[src/rtl/core/audio_tone_volume_control_mapper_assert.svh]
// Assertion macros for the audio tone and volume control mapper.
`ifndef AUDIO_TONE_VOLUME_CONTROL_MAPPER_ASSERT_SVH
`define AUDIO_TONE_VOLUME_CONTROL_MAPPER_ASSERT_SVH
`ifndef ASSERT_OFF
// Check a property on every rising clock edge outside reset.
`define ATVC_ASSERT(label, prop, msg) \
  label: assert property (@(posedge clk_i) disable iff (!rst_ni) (prop)) else $error(msg);
// Check that a condition leads to another one in the next cycle.
`define ATVC_ASSERT_NEXT(label, ante, cons, msg) \
  label: assert property (@(posedge clk_i) disable iff (!rst_ni) (ante) |=> (cons)) \
    else $error(msg);
`else
`define ATVC_ASSERT(label, prop, msg)
`define ATVC_ASSERT_NEXT(label, ante, cons, msg)
`endif
`endif

[src/rtl/core/atvc_pkg.sv]
// Types and constants shared by the audio tone and volume control mapper.
package atvc_pkg;

  typedef enum logic [1:0] {
    ACT_STEP_UP    = 2'd0,
    ACT_STEP_DOWN  = 2'd1,
    ACT_SET_VOLUME = 2'd2,
    ACT_SET_MUTE   = 2'd3
  } atvc_action_e;

  typedef enum logic [2:0] {
    SEL_BASS        = 3'd0,
    SEL_TREBLE      = 3'd1,
    SEL_BASS_FREQ   = 3'd2,
    SEL_TREBLE_FREQ = 3'd3,
    SEL_BALANCE     = 3'd4
  } atvc_sel_e;

  typedef enum logic [2:0] {
    UPD_NONE      = 3'd0,
    UPD_MUTE      = 3'd1,
    UPD_TONE_GAIN = 3'd2,
    UPD_TONE_FREQ = 3'd3,
    UPD_VOLUME    = 3'd4
  } atvc_update_e;

  // Tone levels are held as codec codes: level = 120 - 15 * code.
  localparam logic [3:0] ToneCodeTop       = 4'd15;
  localparam logic [3:0] ToneCodeBottom    = 4'd0;
  localparam logic [3:0] BassCodeReset     = 4'd4;
  localparam logic [3:0] TrebleCodeReset   = 4'd6;

  localparam logic [1:0] FreqTop           = 2'd3;
  localparam logic [1:0] FreqBottom        = 2'd0;
  localparam logic [1:0] BassFreqReset     = 2'd1;
  localparam logic [1:0] TrebleFreqReset   = 2'd0;

  localparam logic signed [10:0] BalTop    = 11'sd400;
  localparam logic signed [10:0] BalBottom = -11'sd400;
  localparam logic [9:0]  BalKneeLow       = 10'd100;
  localparam logic [9:0]  BalKneeHigh      = 10'd200;
  localparam logic signed [10:0] BalStepFine   = 11'sd5;
  localparam logic signed [10:0] BalStepMid    = 11'sd10;
  localparam logic signed [10:0] BalStepCoarse = 11'sd20;

  // Divide by five: n * 13108 >> 16 is exact for n up to 1200.
  localparam logic [13:0] Div5Recip = 14'd13108;
  localparam int          Div5Shift = 16;

  typedef struct packed {
    logic signed [10:0] volume_level;
    logic signed [9:0]  balance_level;
    logic [3:0]         bass_code;
    logic [3:0]         treble_code;
    logic [1:0]         bass_freq_sel;
    logic [1:0]         treble_freq_sel;
    logic               mute_flag;
    logic [7:0]         pct_level_rb;
  } atvc_state_t;

  typedef struct packed {
    atvc_update_e update;
    atvc_state_t  levels;
  } atvc_mid_t;

endpackage

[src/rtl/core/atvc_if.sv]
// Item channels of the audio tone and volume control mapper.
interface atvc_in_if;
  logic       valid;
  logic       ready;
  logic [1:0] action;
  logic [2:0] control_select;
  logic [7:0] req_pct;
  logic       mute_value;

  modport source (output valid, action, control_select, req_pct, mute_value,
                  input ready);
  modport sink   (input valid, action, control_select, req_pct, mute_value,
                  output ready);
endinterface

interface atvc_out_if;
  logic              valid;
  logic              ready;
  logic [2:0]        codec_update;
  logic signed [8:0] left_volume_half_db;
  logic signed [8:0] right_volume_half_db;
  logic [3:0]        bass_gain_code;
  logic [3:0]        treble_gain_code;
  logic [1:0]        bass_freq_index;
  logic [1:0]        treble_freq_index;
  logic              mute_state;
  logic [7:0]        pct_readback;
  logic signed [9:0] balance_tenth_db;

  modport source (output valid, codec_update, left_volume_half_db, right_volume_half_db,
                  bass_gain_code, treble_gain_code, bass_freq_index, treble_freq_index,
                  mute_state, pct_readback, balance_tenth_db,
                  input ready);
  modport sink   (input valid, codec_update, left_volume_half_db, right_volume_half_db,
                  bass_gain_code, treble_gain_code, bass_freq_index, treble_freq_index,
                  mute_state, pct_readback, balance_tenth_db,
                  output ready);
endinterface

[src/rtl/core/atvc_state.sv]
// Input register and control level update of the tone and volume mapper.
module atvc_state #(
  parameter int unsigned MAX_PCT = 200
) (
  input  logic                clk_i,
  input  logic                rst_ni,
  atvc_in_if.sink             in_i,
  output logic                mid_valid_o,
  input  logic                mid_ready_i,
  output atvc_pkg::atvc_mid_t mid_o
);
  import atvc_pkg::*;

  localparam int PctDiv  = MAX_PCT / 10;
  localparam int RbFull  = (MAX_PCT > 255) ? 255 : MAX_PCT;
  localparam int PctSpan = 256;

  logic               item_valid_q;
  atvc_action_e       action_q;
  logic [2:0]         sel_q;
  logic [7:0]         pct_q;
  logic               mute_q;
  logic               item_ready;
  logic               advance;

  logic               mid_valid_q;
  atvc_update_e       upd_q;
  atvc_update_e       upd_d;
  atvc_state_t        st_q;
  atvc_state_t        st_d;

  logic signed [10:0] vol_rom [PctSpan];
  logic [7:0]         rb_rom  [PctSpan];

  logic               step_up;
  logic [9:0]         bal_mag;
  logic signed [10:0] bal_inc;
  logic signed [10:0] bal_sum;

  // Step a tone code; a lower code is a higher gain.
  function automatic logic [3:0] gain_code_step(input logic [3:0] code, input logic up);
    logic [3:0] res;
    res = code;
    if (up) begin
      if (code != ToneCodeBottom) res = code - 4'd1;
    end else begin
      if (code != ToneCodeTop) res = code + 4'd1;
    end
    return res;
  endfunction

  // Step a corner frequency selector within its range.
  function automatic logic [1:0] freq_step(input logic [1:0] sel, input logic up);
    logic [1:0] res;
    res = sel;
    if (up) begin
      if (sel != FreqTop) res = sel + 2'd1;
    end else begin
      if (sel != FreqBottom) res = sel - 2'd1;
    end
    return res;
  endfunction

  // Build the percent to level and level to percent tables
  for (genvar g = 0; g < PctSpan; g++) begin : g_pct_rom
    localparam int PctSat = (g > MAX_PCT) ? MAX_PCT : g;
    localparam int LvlRaw = -800 + (PctSat * 80) / PctDiv;
    localparam int Lvl    = (LvlRaw > 0) ? 0 : LvlRaw;
    localparam int RbRaw  = (MAX_PCT * (Lvl + 800)) / 800;
    localparam int Rb     = (RbRaw > 255) ? 255 : RbRaw;
    assign vol_rom[g] = 11'(Lvl);
    assign rb_rom[g]  = 8'(Rb);
  end

  // Handshake: the input register drains into the level stage
  assign item_ready = !mid_valid_q || mid_ready_i;
  assign advance    = item_valid_q && item_ready;
  assign in_i.ready = !item_valid_q || item_ready;

  // Hold the accepted item
  always_ff @(posedge clk_i or negedge rst_ni) begin
    if (!rst_ni) begin
      item_valid_q <= 1'b0;
    end else if (in_i.ready) begin
      item_valid_q <= in_i.valid;
    end
  end

  always_ff @(posedge clk_i) begin
    if (in_i.valid && in_i.ready) begin
      action_q <= atvc_action_e'(in_i.action);
      sel_q    <= in_i.control_select;
      pct_q    <= in_i.req_pct;
      mute_q   <= in_i.mute_value;
    end
  end

  // Pick the balance step from its magnitude
  always_comb begin
    step_up = (action_q == ACT_STEP_UP);
    bal_mag = st_q.balance_level[9] ? 10'(-st_q.balance_level) : st_q.balance_level;
    if (bal_mag < BalKneeLow) begin
      bal_inc = BalStepFine;
    end else if (bal_mag < BalKneeHigh) begin
      bal_inc = BalStepMid;
    end else begin
      bal_inc = BalStepCoarse;
    end
    bal_sum = step_up ? (11'(st_q.balance_level) + bal_inc)
                      : (11'(st_q.balance_level) - bal_inc);
  end

  // Compute the levels after this item
  always_comb begin
    st_d  = st_q;
    upd_d = UPD_NONE;
    unique case (action_q)
      ACT_STEP_UP, ACT_STEP_DOWN: begin
        unique case (atvc_sel_e'(sel_q))
          SEL_BASS: begin
            st_d.bass_code = gain_code_step(st_q.bass_code, step_up);
            upd_d          = UPD_TONE_GAIN;
          end
          SEL_TREBLE: begin
            st_d.treble_code = gain_code_step(st_q.treble_code, step_up);
            upd_d            = UPD_TONE_GAIN;
          end
          SEL_BASS_FREQ: begin
            st_d.bass_freq_sel = freq_step(st_q.bass_freq_sel, step_up);
            upd_d              = UPD_TONE_FREQ;
          end
          SEL_TREBLE_FREQ: begin
            st_d.treble_freq_sel = freq_step(st_q.treble_freq_sel, step_up);
            upd_d                = UPD_TONE_FREQ;
          end
          SEL_BALANCE: begin
            if (bal_sum > BalTop) begin
              st_d.balance_level = 10'(BalTop);
            end else if (bal_sum < BalBottom) begin
              st_d.balance_level = 10'(BalBottom);
            end else begin
              st_d.balance_level = 10'(bal_sum);
            end
            upd_d = UPD_VOLUME;
          end
          default: begin
            upd_d = UPD_NONE;
          end
        endcase
      end
      ACT_SET_VOLUME: begin
        st_d.volume_level = vol_rom[pct_q];
        st_d.pct_level_rb = rb_rom[pct_q];
        upd_d             = UPD_VOLUME;
      end
      ACT_SET_MUTE: begin
        st_d.mute_flag = mute_q;
        upd_d          = UPD_MUTE;
      end
      default: begin
        upd_d = UPD_NONE;
      end
    endcase
  end

  // Advance the levels and the update code together
  always_ff @(posedge clk_i or negedge rst_ni) begin
    if (!rst_ni) begin
      mid_valid_q           <= 1'b0;
      upd_q                 <= UPD_NONE;
      st_q.volume_level     <= '0;
      st_q.balance_level    <= '0;
      st_q.bass_code        <= BassCodeReset;
      st_q.treble_code      <= TrebleCodeReset;
      st_q.bass_freq_sel    <= BassFreqReset;
      st_q.treble_freq_sel  <= TrebleFreqReset;
      st_q.mute_flag        <= 1'b0;
      st_q.pct_level_rb     <= 8'(RbFull);
    end else begin
      if (item_ready) begin
        mid_valid_q <= item_valid_q;
      end
      if (advance) begin
        st_q  <= st_d;
        upd_q <= upd_d;
      end
    end
  end

  assign mid_valid_o   = mid_valid_q;
  assign mid_o.update  = upd_q;
  assign mid_o.levels  = st_q;

endmodule

[src/rtl/core/atvc_codec.sv]
// Codec word computation and result register of the tone and volume mapper.
module atvc_codec (
  input  logic                clk_i,
  input  logic                rst_ni,
  input  logic                mid_valid_i,
  output logic                mid_ready_o,
  input  atvc_pkg::atvc_mid_t mid_i,
  atvc_out_if.source          out_o
);
  import atvc_pkg::*;

  logic signed [9:0]  bal_pos;
  logic signed [9:0]  bal_neg;
  logic signed [11:0] sum_l;
  logic signed [11:0] sum_r;
  logic [10:0]        mag_l;
  logic [10:0]        mag_r;
  logic [24:0]        prod_l;
  logic [24:0]        prod_r;
  logic [7:0]         quo_l;
  logic [7:0]         quo_r;
  logic signed [8:0]  left_d;
  logic signed [8:0]  right_d;

  logic               out_valid_q;
  atvc_update_e       upd_q;
  logic signed [8:0]  left_q;
  logic signed [8:0]  right_q;
  logic [3:0]         bass_q;
  logic [3:0]         treble_q;
  logic [1:0]         bass_freq_q;
  logic [1:0]         treble_freq_q;
  logic               mute_q;
  logic [7:0]         pct_q;
  logic [9:0]         bal_q;

  // Attenuate one side by the balance, then divide by five toward zero
  always_comb begin
    bal_pos = mid_i.levels.balance_level[9] ? 10'sd0 : mid_i.levels.balance_level;
    bal_neg = mid_i.levels.balance_level[9] ? mid_i.levels.balance_level : 10'sd0;
    sum_l   = 12'(mid_i.levels.volume_level) - 12'(bal_pos);
    sum_r   = 12'(mid_i.levels.volume_level) + 12'(bal_neg);
    mag_l   = 11'(-sum_l);
    mag_r   = 11'(-sum_r);
    prod_l  = 25'(mag_l) * 25'(Div5Recip);
    prod_r  = 25'(mag_r) * 25'(Div5Recip);
    quo_l   = prod_l[Div5Shift +: 8];
    quo_r   = prod_r[Div5Shift +: 8];
    left_d  = 9'(-$signed({1'b0, quo_l}));
    right_d = 9'(-$signed({1'b0, quo_r}));
  end

  assign mid_ready_o = !out_valid_q || out_o.ready;

  // Hold the result until it is taken
  always_ff @(posedge clk_i or negedge rst_ni) begin
    if (!rst_ni) begin
      out_valid_q <= 1'b0;
    end else if (mid_ready_o) begin
      out_valid_q <= mid_valid_i;
    end
  end

  always_ff @(posedge clk_i) begin
    if (mid_valid_i && mid_ready_o) begin
      upd_q         <= mid_i.update;
      left_q        <= left_d;
      right_q       <= right_d;
      bass_q        <= mid_i.levels.bass_code;
      treble_q      <= mid_i.levels.treble_code;
      bass_freq_q   <= mid_i.levels.bass_freq_sel;
      treble_freq_q <= mid_i.levels.treble_freq_sel;
      mute_q        <= mid_i.levels.mute_flag;
      pct_q         <= mid_i.levels.pct_level_rb;
      bal_q         <= mid_i.levels.balance_level;
    end
  end

  assign out_o.valid                = out_valid_q;
  assign out_o.codec_update         = upd_q;
  assign out_o.left_volume_half_db  = left_q;
  assign out_o.right_volume_half_db = right_q;
  assign out_o.bass_gain_code       = bass_q;
  assign out_o.treble_gain_code     = treble_q;
  assign out_o.bass_freq_index      = bass_freq_q;
  assign out_o.treble_freq_index    = treble_freq_q;
  assign out_o.mute_state           = mute_q;
  assign out_o.pct_readback         = pct_q;
  assign out_o.balance_tenth_db     = bal_q;

endmodule

[src/rtl/core/audio_tone_volume_control_mapper.sv]
// Top level of the audio tone and volume control mapper.
//
//   channel  dir  handshake      payload
//   in_i     in   valid / ready  action, control_select, req_pct, mute_value
//   out_o    out  valid / ready  codec words, mute state, percent readback, balance
//
// One item per cycle sustained while out_o.ready stays high; an accepted item
// passes through the input register, the level register and the result
// register before its result is presented.
// Reset clears all control levels to their defaults and empties every stage.
// A stalled output backs up through two buffered stages before in_i.ready drops.
`include "audio_tone_volume_control_mapper_assert.svh"

module audio_tone_volume_control_mapper #(
  parameter int unsigned MAX_PCT = 200
) (
  input  logic        clk_i,
  input  logic        rst_ni,
  atvc_in_if.sink     in_i,
  atvc_out_if.source  out_o
);
  import atvc_pkg::*;

  logic      mid_valid;
  logic      mid_ready;
  atvc_mid_t mid;

  // Level update stage
  atvc_state #(
    .MAX_PCT (MAX_PCT)
  ) u_state (
    .clk_i       (clk_i),
    .rst_ni      (rst_ni),
    .in_i        (in_i),
    .mid_valid_o (mid_valid),
    .mid_ready_i (mid_ready),
    .mid_o       (mid)
  );

  // Codec word stage
  atvc_codec u_codec (
    .clk_i       (clk_i),
    .rst_ni      (rst_ni),
    .mid_valid_i (mid_valid),
    .mid_ready_o (mid_ready),
    .mid_i       (mid),
    .out_o       (out_o)
  );

  `ATVC_ASSERT(a_ready_when_out_empty, !out_o.valid |-> in_i.ready, "input stalled with empty output")
  `ATVC_ASSERT_NEXT(a_stall_keeps_result, !in_i.ready, out_o.valid, "stall without a held result")
  `ATVC_ASSERT(a_balance_range, out_o.valid |-> (out_o.balance_tenth_db <= 10'sd400 && out_o.balance_tenth_db >= -10'sd400), "balance out of range")
  `ATVC_ASSERT(a_balance_side, (out_o.valid && out_o.balance_tenth_db >= 10'sd0) |-> (out_o.right_volume_half_db >= out_o.left_volume_half_db), "balance cut the wrong side")

endmodule

[src/flat_wrapper.sv]
// flat-port wrapper written by rule: the top's interface ports become plain ports
module audio_tone_volume_control_mapper_flat import atvc_pkg::*;
#(
  parameter int unsigned MAX_PCT = 200
)
  (clk_i, rst_ni, in_i_valid, in_i_action, in_i_control_select, in_i_req_pct, in_i_mute_value, in_i_ready, out_o_valid, out_o_codec_update, out_o_left_volume_half_db, out_o_right_volume_half_db, out_o_bass_gain_code, out_o_treble_gain_code, out_o_bass_freq_index, out_o_treble_freq_index, out_o_mute_state, out_o_pct_readback, out_o_balance_tenth_db, out_o_ready);
  atvc_in_if in_i_i ();
  atvc_out_if out_o_i ();
  input  logic clk_i;
  input  logic rst_ni;
  input wire logic [$bits(in_i_i.valid)-1:0] in_i_valid;
  input wire logic [$bits(in_i_i.action)-1:0] in_i_action;
  input wire logic [$bits(in_i_i.control_select)-1:0] in_i_control_select;
  input wire logic [$bits(in_i_i.req_pct)-1:0] in_i_req_pct;
  input wire logic [$bits(in_i_i.mute_value)-1:0] in_i_mute_value;
  output wire logic [$bits(in_i_i.ready)-1:0] in_i_ready;
  output wire logic [$bits(out_o_i.valid)-1:0] out_o_valid;
  output wire logic [$bits(out_o_i.codec_update)-1:0] out_o_codec_update;
  output wire logic [$bits(out_o_i.left_volume_half_db)-1:0] out_o_left_volume_half_db;
  output wire logic [$bits(out_o_i.right_volume_half_db)-1:0] out_o_right_volume_half_db;
  output wire logic [$bits(out_o_i.bass_gain_code)-1:0] out_o_bass_gain_code;
  output wire logic [$bits(out_o_i.treble_gain_code)-1:0] out_o_treble_gain_code;
  output wire logic [$bits(out_o_i.bass_freq_index)-1:0] out_o_bass_freq_index;
  output wire logic [$bits(out_o_i.treble_freq_index)-1:0] out_o_treble_freq_index;
  output wire logic [$bits(out_o_i.mute_state)-1:0] out_o_mute_state;
  output wire logic [$bits(out_o_i.pct_readback)-1:0] out_o_pct_readback;
  output wire logic [$bits(out_o_i.balance_tenth_db)-1:0] out_o_balance_tenth_db;
  input wire logic [$bits(out_o_i.ready)-1:0] out_o_ready;
  assign in_i_i.valid = in_i_valid;
  assign in_i_i.action = in_i_action;
  assign in_i_i.control_select = in_i_control_select;
  assign in_i_i.req_pct = in_i_req_pct;
  assign in_i_i.mute_value = in_i_mute_value;
  assign in_i_ready = in_i_i.ready;
  assign out_o_valid = out_o_i.valid;
  assign out_o_codec_update = out_o_i.codec_update;
  assign out_o_left_volume_half_db = out_o_i.left_volume_half_db;
  assign out_o_right_volume_half_db = out_o_i.right_volume_half_db;
  assign out_o_bass_gain_code = out_o_i.bass_gain_code;
  assign out_o_treble_gain_code = out_o_i.treble_gain_code;
  assign out_o_bass_freq_index = out_o_i.bass_freq_index;
  assign out_o_treble_freq_index = out_o_i.treble_freq_index;
  assign out_o_mute_state = out_o_i.mute_state;
  assign out_o_pct_readback = out_o_i.pct_readback;
  assign out_o_balance_tenth_db = out_o_i.balance_tenth_db;
  assign out_o_i.ready = out_o_ready;
  audio_tone_volume_control_mapper #(.MAX_PCT(MAX_PCT)) u_core (.clk_i(clk_i), .rst_ni(rst_ni), .in_i(in_i_i), .out_o(out_o_i));
endmodule
[config.mk]
export PLATFORM = sky130hd
export DESIGN_NAME = audio_tone_volume_control_mapper_flat
export DESIGN_NICKNAME = d
export VERILOG_FILES = /design/src/rtl/core/atvc_pkg.sv /design/src/rtl/core/atvc_if.sv /design/src/rtl/core/atvc_state.sv /design/src/rtl/core/atvc_codec.sv /design/src/rtl/core/audio_tone_volume_control_mapper.sv /design/src/flat_wrapper.sv
export VERILOG_INCLUDE_DIRS = /design/src /design/src/rtl/core
export SDC_FILE = /design/constraint.sdc
export NUM_CORES = 1
export LEC_CHECK = 0
export ABC_AREA = 1
export BUFFER_PORTS_ARGS = -buffer_cell sky130_fd_sc_hd__clkbuf_2
export CORE_MARGIN = 2
export CORE_UTILIZATION = 51
export CTS_BUF_LIST = sky130_fd_sc_hd__clkbuf_4 sky130_fd_sc_hd__clkbuf_8 sky130_fd_sc_hd__clkbuf_16
export CTS_CLUSTER_DIAMETER = 60
export DETAILED_ROUTE_END_ITERATION = 6
export PLACE_DENSITY = 0.79
export SETUP_SLACK_MARGIN = 0.2
export SYNTH_ARGS = -nofsm -noshare
export SYNTH_HDL_FRONTEND = slang
export SYNTH_SLANG_ARGS = --single-unit
[constraint.sdc]
create_clock -name clk_i -period 7.7 [get_ports clk_i]
set_input_delay 1.54 -clock clk_i [delete_from_list [all_inputs] [get_ports clk_i]]
set_output_delay 1.54 -clock clk_i [all_outputs]
set_load 0.01 [all_outputs]
==> metrics.txt <==
Mapped Cells 1216; largest net degree at the start of global routing 44; YS warnings 0; Worst path slowest cell fa_1; Post-synth ARST share 39.4%; Setup WS post-layout 0.647 ns; Worst-Skew Late Latency 0.38 ns; synthesis-to-layout area growth 9.61%; DR WL/cell 14.7 um; RSZ-0062 raised after global routing no; reg2reg start u_core.u_state.mid_o[30]; iteration count of the initial detailed-routing pass 6; setup_tns 0 ns; Synth top cells by count inv_1 (256), nand2_1 (201), ha_1 (168); I/O pin total 72; Overflow after GRT 0; min-delay src u_core.u_state.mid_o[8]; Max Clk Rate 142 MHz; Rows 52; Startpoint Class flop; CTS Buf Count 9; vias in the first global route 8230; clock root cell clkbuf_16; DP Area 0.0114 mm2; post-synth cell types 50; area fraction of the dominant cell type after synthesis 19.7%; Worst Max-Slew Pin Slew 0.680 ns; Max Slew Vio Count 0; initial antenna violation count 0; routed vias 8152; Critical Path RT 7.83 ns; layout cells sized above 1 12.3%; clock skew 0.0168 ns; Max Cap Viol 0; Seq. cell area 0.00307 mm2; reg-to-reg endpoint u_core.u_codec.out_o.right_volume_half_db[6]; Hold Vio Cnt, Final 0; Nets 1547; Routed Wire Length 23200 um; largest cells by area after synthesis ha_1 (20%), edfxtp_1 (19%), fa_1 (12%); syn nets 1466; sequential element share of the synthesized area 28.7%; Avg Inst Size Synth 8.79 um2; Port Buffer Count 71; largest buffer count on any clock path 2; flop-to-flop setup slack 0.65 ns; die area 0.0221 mm2; share of the clock period used by the worst path 91.6%; kind of critical path flop to flop; GRT Overall Usage 21.6%; core area 0.0204 mm2; Post-CTS Setup Inserts 0; clock sink total 109; clock slew seen by the registers of the worst setup and hold paths 0.09 ns; Post-synth EDFFs 66; critical path fanouts, max 7; slew margin rel. 54.6%; first-pass GRT wire length 38500 um; routability cong. 0.947; final setup fails 0; Initial Util 52.3%; Die Width 149 um; post-DP HPWL 18500 um; HP Class flop to flop; worst hold path stage count 0; CP max stage delay 0.61 ns; DRC viols 0; CTS tree done; status complete, no violations; Critical Path AT 7.19 ns; cell area after synthesis 0.0107 mm2; fill count 1760; top_reg_cell synth edfxtp_1; pre-CTS setup slack 0.806 ns; die height 149 um; 1st-iter DRT viols 446; H-tree levels 3; most frequent cell after synthesis inv_1; Worst Setup End Kind flop; Final Cell Area 0.0117 mm2; leading area contributor after synthesis ha_1; multi-input logic area 0.00662 mm2; Worst Reg-to-Reg Cells 32; diodes inserted 0; Final min period 7.05 ns; cts hold-fix bufs 0; post-route antenna net violation count 0; Hold EP u_core.u_codec.out_o.mute_state; register bit total from synthesis 109; vias per inst 5.19; Gates resized, CTS repair 0
## layout by cell type (no fill, tap or decap), types with 43 or more instances in the layout
cell type,n
a21oi_1,56
clkbuf_2,71
edfxtp_1,66
fa_1,64
ha_1,168
inv_1,256
nand2_1,201
nand3_1,44
nor2_1,79
o21ai_0,43
## worst max-delay path: cells and delay by family (launching register included)
family,cells,cell delay (ns)
compound gates,7,1.10
xor+xnor,1,0.17
buf+inv,5,0.37
flops,1,0.49
simple gates,10,1.03
fa+ha+maj,9,3.66
## how the worst max path moves through the flow
| stage | start | endpoint | cells after the start |
|---|---|---|---|
| final | u_core.u_state.mid_o[30] | u_core.u_codec.out_o.right_volume_half_db[6] | 32 |
| after CTS | u_core.u_state.mid_o[30] | u_core.u_codec.out_o.right_volume_half_db[6] | 32 |
| after floorplan | u_core.u_state.mid_o[30] | u_core.u_codec.out_o.right_volume_half_db[6] | 34 |
| after detailed placement | u_core.u_state.mid_o[30] | u_core.u_codec.out_o.right_volume_half_db[6] | 32 |
| after global placement | u_core.u_state.mid_o[30] | u_core.u_codec.out_o.left_volume_half_db[6] | 32 |
| after global routing | u_core.u_state.mid_o[30] | u_core.u_codec.out_o.right_volume_half_db[6] | 32 |
## kinds of logic (layout without fill, tap and decap cells)
kind of cell / count (synthesis) / after routing / synth area share [%]
flops: 109 / 109 / 28.7
xor+xnor: 54 / 54 / 4.50
fa+ha+maj: 232 / 232 / 31.7
simple gates: 410 / 410 / 18.0
mux: 1 / 1 / 0.105
buf+inv: 268 / 354 / 9.49
compound gates: 142 / 142 / 7.57
## final cells by class
type,count,area share (%)
multi-input cells,839,56.5
flip-flops and latches,109,26.2
inverters,264,8.48
repair buffers,74,3.23
well taps,270,2.88
clock buffers,9,1.92
clock inverters,7,0.822
## sequential cells by signal (all words and copies together) (netlist names), 2 cells and up
signal,count
u_core.u_codec.out_o.balance_tenth_db,10
u_core.u_state.action_q,2
u_core.u_codec.out_o.right_volume_half_db,9
u_core.u_codec.out_o.bass_gain_code,4
u_core.u_state.sel_q,3
u_core.u_state.mid_o,37
u_core.u_codec.out_o.treble_gain_code,4
u_core.u_codec.out_o.pct_readback,8
u_core.u_codec.out_o.bass_freq_index,2
u_core.u_codec.out_o.left_volume_half_db,9
u_core.u_state.pct_q,8
u_core.u_codec.out_o.treble_freq_index,2
u_core.u_state.upd_q,3
u_core.u_codec.out_o.codec_update,3
## layer usage
| metal | GRT usage [%] | up-vias | routed length, um |
|---|---|---|---|
| li1 | - | 4082 | - |
| met1 | 28.0 | 3830 | 10200 |
| met2 | 37.9 | 204 | 11600 |
| met3 | 2.94 | 36 | 930 |
| met4 | 6.38 | 0 | 416 |
| met5 | 0 | - | 0 |
## through the flow
step,std cells,hold slack [ns],util [%]
5_1_grt,1572,0.472,57.3
3_3_place_gp,1556,0.428,55.8
2_1_floorplan,1216,0.419,-
4_1_cts,1572,0.454,57.3
3_5_place_dp,1556,0.431,55.8
6_report,1572,0.455,57.3
Power is left out: the tool's default activity adds up to more than one toggle a clock period on the data nets, which glitch-free logic cannot reach.
